`config.mk`:
```
export PLATFORM = sky130hd
export DESIGN_NAME = mpmc_sat_inc
export DESIGN_NICKNAME = d
export VERILOG_FILES = /design/src/hw/rtl/mpmc_sat_inc.sv
export SDC_FILE = /design/constraint.sdc
export NUM_CORES = 1
export LEC_CHECK = 0
export BUFFER_PORTS_ARGS = -buffer_cell sky130_fd_sc_hd__buf_2
export CAP_MARGIN = 15
export CORE_AREA = 2 2 39 41
export DETAILED_ROUTE_END_ITERATION = 12
export DIE_AREA = 0 0 41 43
export PLACE_DENSITY = 0.6
export SYNTH_ARGS = -nofsm -noshare
export SYNTH_HDL_FRONTEND = slang
export SYNTH_SLANG_ARGS = --single-unit
```
`constraint.sdc`:
```
create_clock -name vclk -period 1.2
set_clock_uncertainty 0.15 [all_clocks]
set_input_delay 0.12 -clock vclk [all_inputs]
set_output_delay 0.12 -clock vclk [all_outputs]
set_load 0.1 [all_outputs]
```
`src/hw/rtl/mpmc_sat_inc.sv`:
```
// Saturating increment used on the occurrence counters.
// No dependencies.
module mpmc_sat_inc #(
    parameter int W = 16
) (
    input  logic [W-1:0] i_val,
    output logic [W-1:0] o_next,
    output logic         o_sat
);

    // at all ones the counter holds
    assign o_sat  = (i_val == {W{1'b1}});
    assign o_next = i_val + W'(1);

endmodule

```
==> flow_summary_export.csv, run 1 <==
group,metric,value,unit
synth,synth_area_leaders,"xnor2_1 (25%), xor2_1 (19%), and3_1 (8.8%)",
clocking,cts_hold_buf,0,
floorplanning,rows,14,
synth,syn_nets,55,
synth,syn_area_per_cell,7.474,um2
floorplanning,fp.dieH,43,um
synth,synth_top_area_frac,0.2467,
outcome,firstError,"[ERROR DPL-0033] detailed placement checks failed during check placement.",
synth,synth.distinct_cells,15,
synth,syn-instance-count,38,
outcome,haltStage,"clock tree synthesis (4_1_cts)",
synth,syn-cell-area,284.0,um2
clocking,cts_resized,21,
place,gp_congestion,0.6976,
floorplanning,initial_core_util,0.2052,
outcome,status,"stopped before the end",
floorplanning,dieWidth,41,um
synth,seq_area_frac_synth,0,
clocking,cts_setup_buffers,3,
place,post_dp_cell_area,1240,um2
place,place_inst,112,
place,io_buffers,33,
synth,yosys_warnings,0,
floorplanning,ios,33,
place,dp_hpwl,1.298,mm
synth,yosysTopAreaCell,"xnor2_1",
place,pre_cts_slack,-0.3835,ns
## cells in the mapped netlist (all sizes together)
cell / number
nand4: 1
xor2: 6
inv: 1
and3: 5
nand2: 5
and4: 3
ha: 1
nand3: 5
nor2: 1
xnor2: 8
nor3: 2
## cell families after synthesis
kind of cell | synth area share
xor gates and xnor gates | 0.4317
adders and majority gates | 0.04405
and+or+nand+nor | 0.5110
buffers and inverters | 0.01320
## metrics by stage
step                utilization  setup TNS, ns
floorplan                     -         -4.728
global placement         0.8960         -3.208
detailed placement       0.8960         -3.649
==> inputs of run 2 (changes only) <==
CORE_AREA = 2 2 63 65   (was 2 2 39 41)
DIE_AREA = 0 0 65 67   (was 0 0 41 43)
PLACE_DENSITY = not set   (was 0.6)
PLACE_DENSITY_LB_ADDON = 0.15   (was not set)
==> flow_summary_export.csv, run 2 <==
group,metric,value,unit
outcome,status,"finished with violations",
outcome,violations,"setup timing",
place,io_buffers,33,
sta,hold_viol_final,0,
place,dp_hpwl,1.274,mm
floorplanning,fp.coreArea,3606,um2
detailed_routing,drt_iter0_drc,2,
power,swShare,0.5736,
place,gp_congestion,0.7049,
synth,synth_top_area_frac,0.2467,
power,irDropWorstVdd,0.0002967,V
floorplanning,dieWidth,65,um
synth,synth.distinct_cells,15,
sta,drv_slew,0,
sta,setup_violations,12,
global_routing,track_usage,0.06929,
finish,regArea,0,um2
synth,yosysMostFrequentCell,"xnor2_1",
sta,finalCritPeriodShare,1.271,
finish,fillers,346,
power,finalPower,694.8,uW
worst_setup_path,crit_fanout,3,
sta,worst_hold_slack,0.3884,ns
detailed_routing,drc,0,
min_path,hold_class,"input pin to output pin",
sta,layout_setup_ws,-0.3255,ns
worst_setup_path,cp-end-kind,"output pin",
floorplanning,fp.dieH,67,um
place,pre_cts_slack,-0.4772,ns
finish,final_common_cell,"buf_4",
detailed_routing,wl_per_cell,9.347,um
sta,worst_slew_pin_slew,0.2291,ns
synth,seq_area_frac_synth,0,
power,leakage,0.6352,nW
synth,syn-instance-count,38,
finish,num-clock-buffers,0,
power,p_int,296.3,uW
power,clock_power_share,0,
detailed_routing,postRouteAntennaNets,0,
finish,antenna_cells,0,
detailed_routing,wirelength,1.374,mm
synth,synth_commonest_cells,"xnor2_1 (8), xor2_1 (6), nand2_1 (5)",
power,power_density,477.9,nW/um2
sta,relSlewSlack,0.8468,
worst_setup_path,slowest_delay,0.24,ns
finish,drive_gt1_frac,0.9596,
synth,syn_nets,55,
global_routing,antenna_found_initial,0,
finish,design.seq.count,0,
detailed_routing,dr_total_vias,512,
synth,synth_area_leaders,"xnor2_1 (25%), xor2_1 (19%), and3_1 (8.8%)",
power,p_comb_frac,1.000,
worst_setup_path,path_cells,"buf_8 > and3_4 > and4_4 > nand4_1 > xnor2_4 > buf_12",
worst_setup_path,cp.arrival,1.26,ns
run,cap_violations,0,
finish,mostFrequentLayoutCells,"buf_4 (19), buf_12 (17), buf_6 (12)",
synth,syn_area_per_cell,7.474,um2
synth,yosysTopAreaCell,"xnor2_1",
sta,finalCriticalPeriod,1.525,ns
worst_setup_path,critPathKind,"input pin to output pin",
floorplanning,ios,33,
finish,area_delta_synth_final,411.9,%
global_routing,overflow,0,
floorplanning,rows,22,
worst_setup_path,cp.required,0.93,ns
sta,max_freq,0.6555,GHz
global_routing,grt_start_max_net_pins,5,
finish,finalNetCount,118,
floorplanning,initial_core_util,0.07876,
worst_setup_path,crit_slowest_cell,"and4_4",
sta,rsz0062_at_grt,"yes",
synth,yosys_warnings,0,
power,p_seq_frac,0,
global_routing,grt_pass1_wl,2.470,mm
detailed_routing,drt_pass1_iterations,2,
global_routing,grt_pass1_vias,556,
worst_setup_path,startpoint_type,"input pin",
detailed_routing,vias_per_cell,3.483,
floorplanning,dieArea,4355,um2
synth,syn-cell-area,284.0,um2
power,switchingPower,398.5,uW
==> run 2: cell counts after synthesis <==
Identical to the previous run, type by type.
==> run 2: cell families (layout without fill, tap and decap cells) <==
logic type | Yosys count | in the layout | share of synthesized area
and+or+nand+nor | 22 | 22 | 0.5110
xor gates and xnor gates | 14 | 14 | 0.4317
adders and majority gates | 1 | 1 | 0.04405
buffers and inverters | 1 | 62 | 0.01320
==> run 2: power by group through the flow <==
stage / registers (mW) / clock network (mW) / logic, mW
after global placement: 0 / 0 / 0.649
final: 0 / 0 / 0.695
after CTS: 0 / 0 / 0.699
after global routing: 0 / 0 / 0.721
after detailed placement: 0 / 0 / 0.652
after floorplan: 0 / 0 / 0.359
==> run 2: cell type report <==
cell class,count,area (um2),area share
repair buffers,61,723.2,0.4974
inverters,1,3.754,0.002582
well taps,48,60.06,0.04131
multi-input cells,37,666.9,0.4587
==> run 2: worst paths after layout <==
kind	from	to	slack, ns	cells past startpoint
worst min-delay path	i_val[0]	o_next[0]	0.39	3
worst max-delay path	i_val[5]	o_next[11]	-0.33	6
==> run 2: metrics by stage <==
stage | cell area [um2] | setup TNS, ns | util | std cells
after floorplan | 611.8 | -4.728 | - | 38
after global placement | 1280 | -4.002 | 0.3550 | 144
after detailed placement | 1280 | -4.168 | 0.3550 | 144
after CTS | 1444 | -2.710 | 0.4004 | 148
after global routing | 1454 | -3.353 | 0.4032 | 147
final | 1454 | -2.616 | 0.4032 | 147
==> run 2: repair_timing <==
| item | in CTS | in global routing |
|---|---|---|
| endpoints found under the setup margin | 14 | 14 |
| resized for setup | 33 | 7 |
| hold buffers | 0 | 0 |
| buffers inserted | 4 | 3 |
| pin swaps | 15 | 18 |
==> run 2: routing by layer <==
| layer | up-vias | global-route usage | part of all wire |
|---|---|---|---|
| li1 | 253 | - | - |
| met2 | 16 | 0.1430 | 0.60 |
| met3 | 0 | 0.008446 | 0.071 |
| met5 | - | 0 | 0 |
| met1 | 243 | 0.07927 | 0.33 |
| met4 | 0 | 0 | 0 |
==> run 2: critical path: cells and delay by family <==
| family | cells | cell delay, ns |
|---|---|---|
| simple gates | 3 | 0.62 |
| xor+xnor | 1 | 0.24 |
| buf+inv | 2 | 0.27 |
Power figures use the tool's default switching activity.
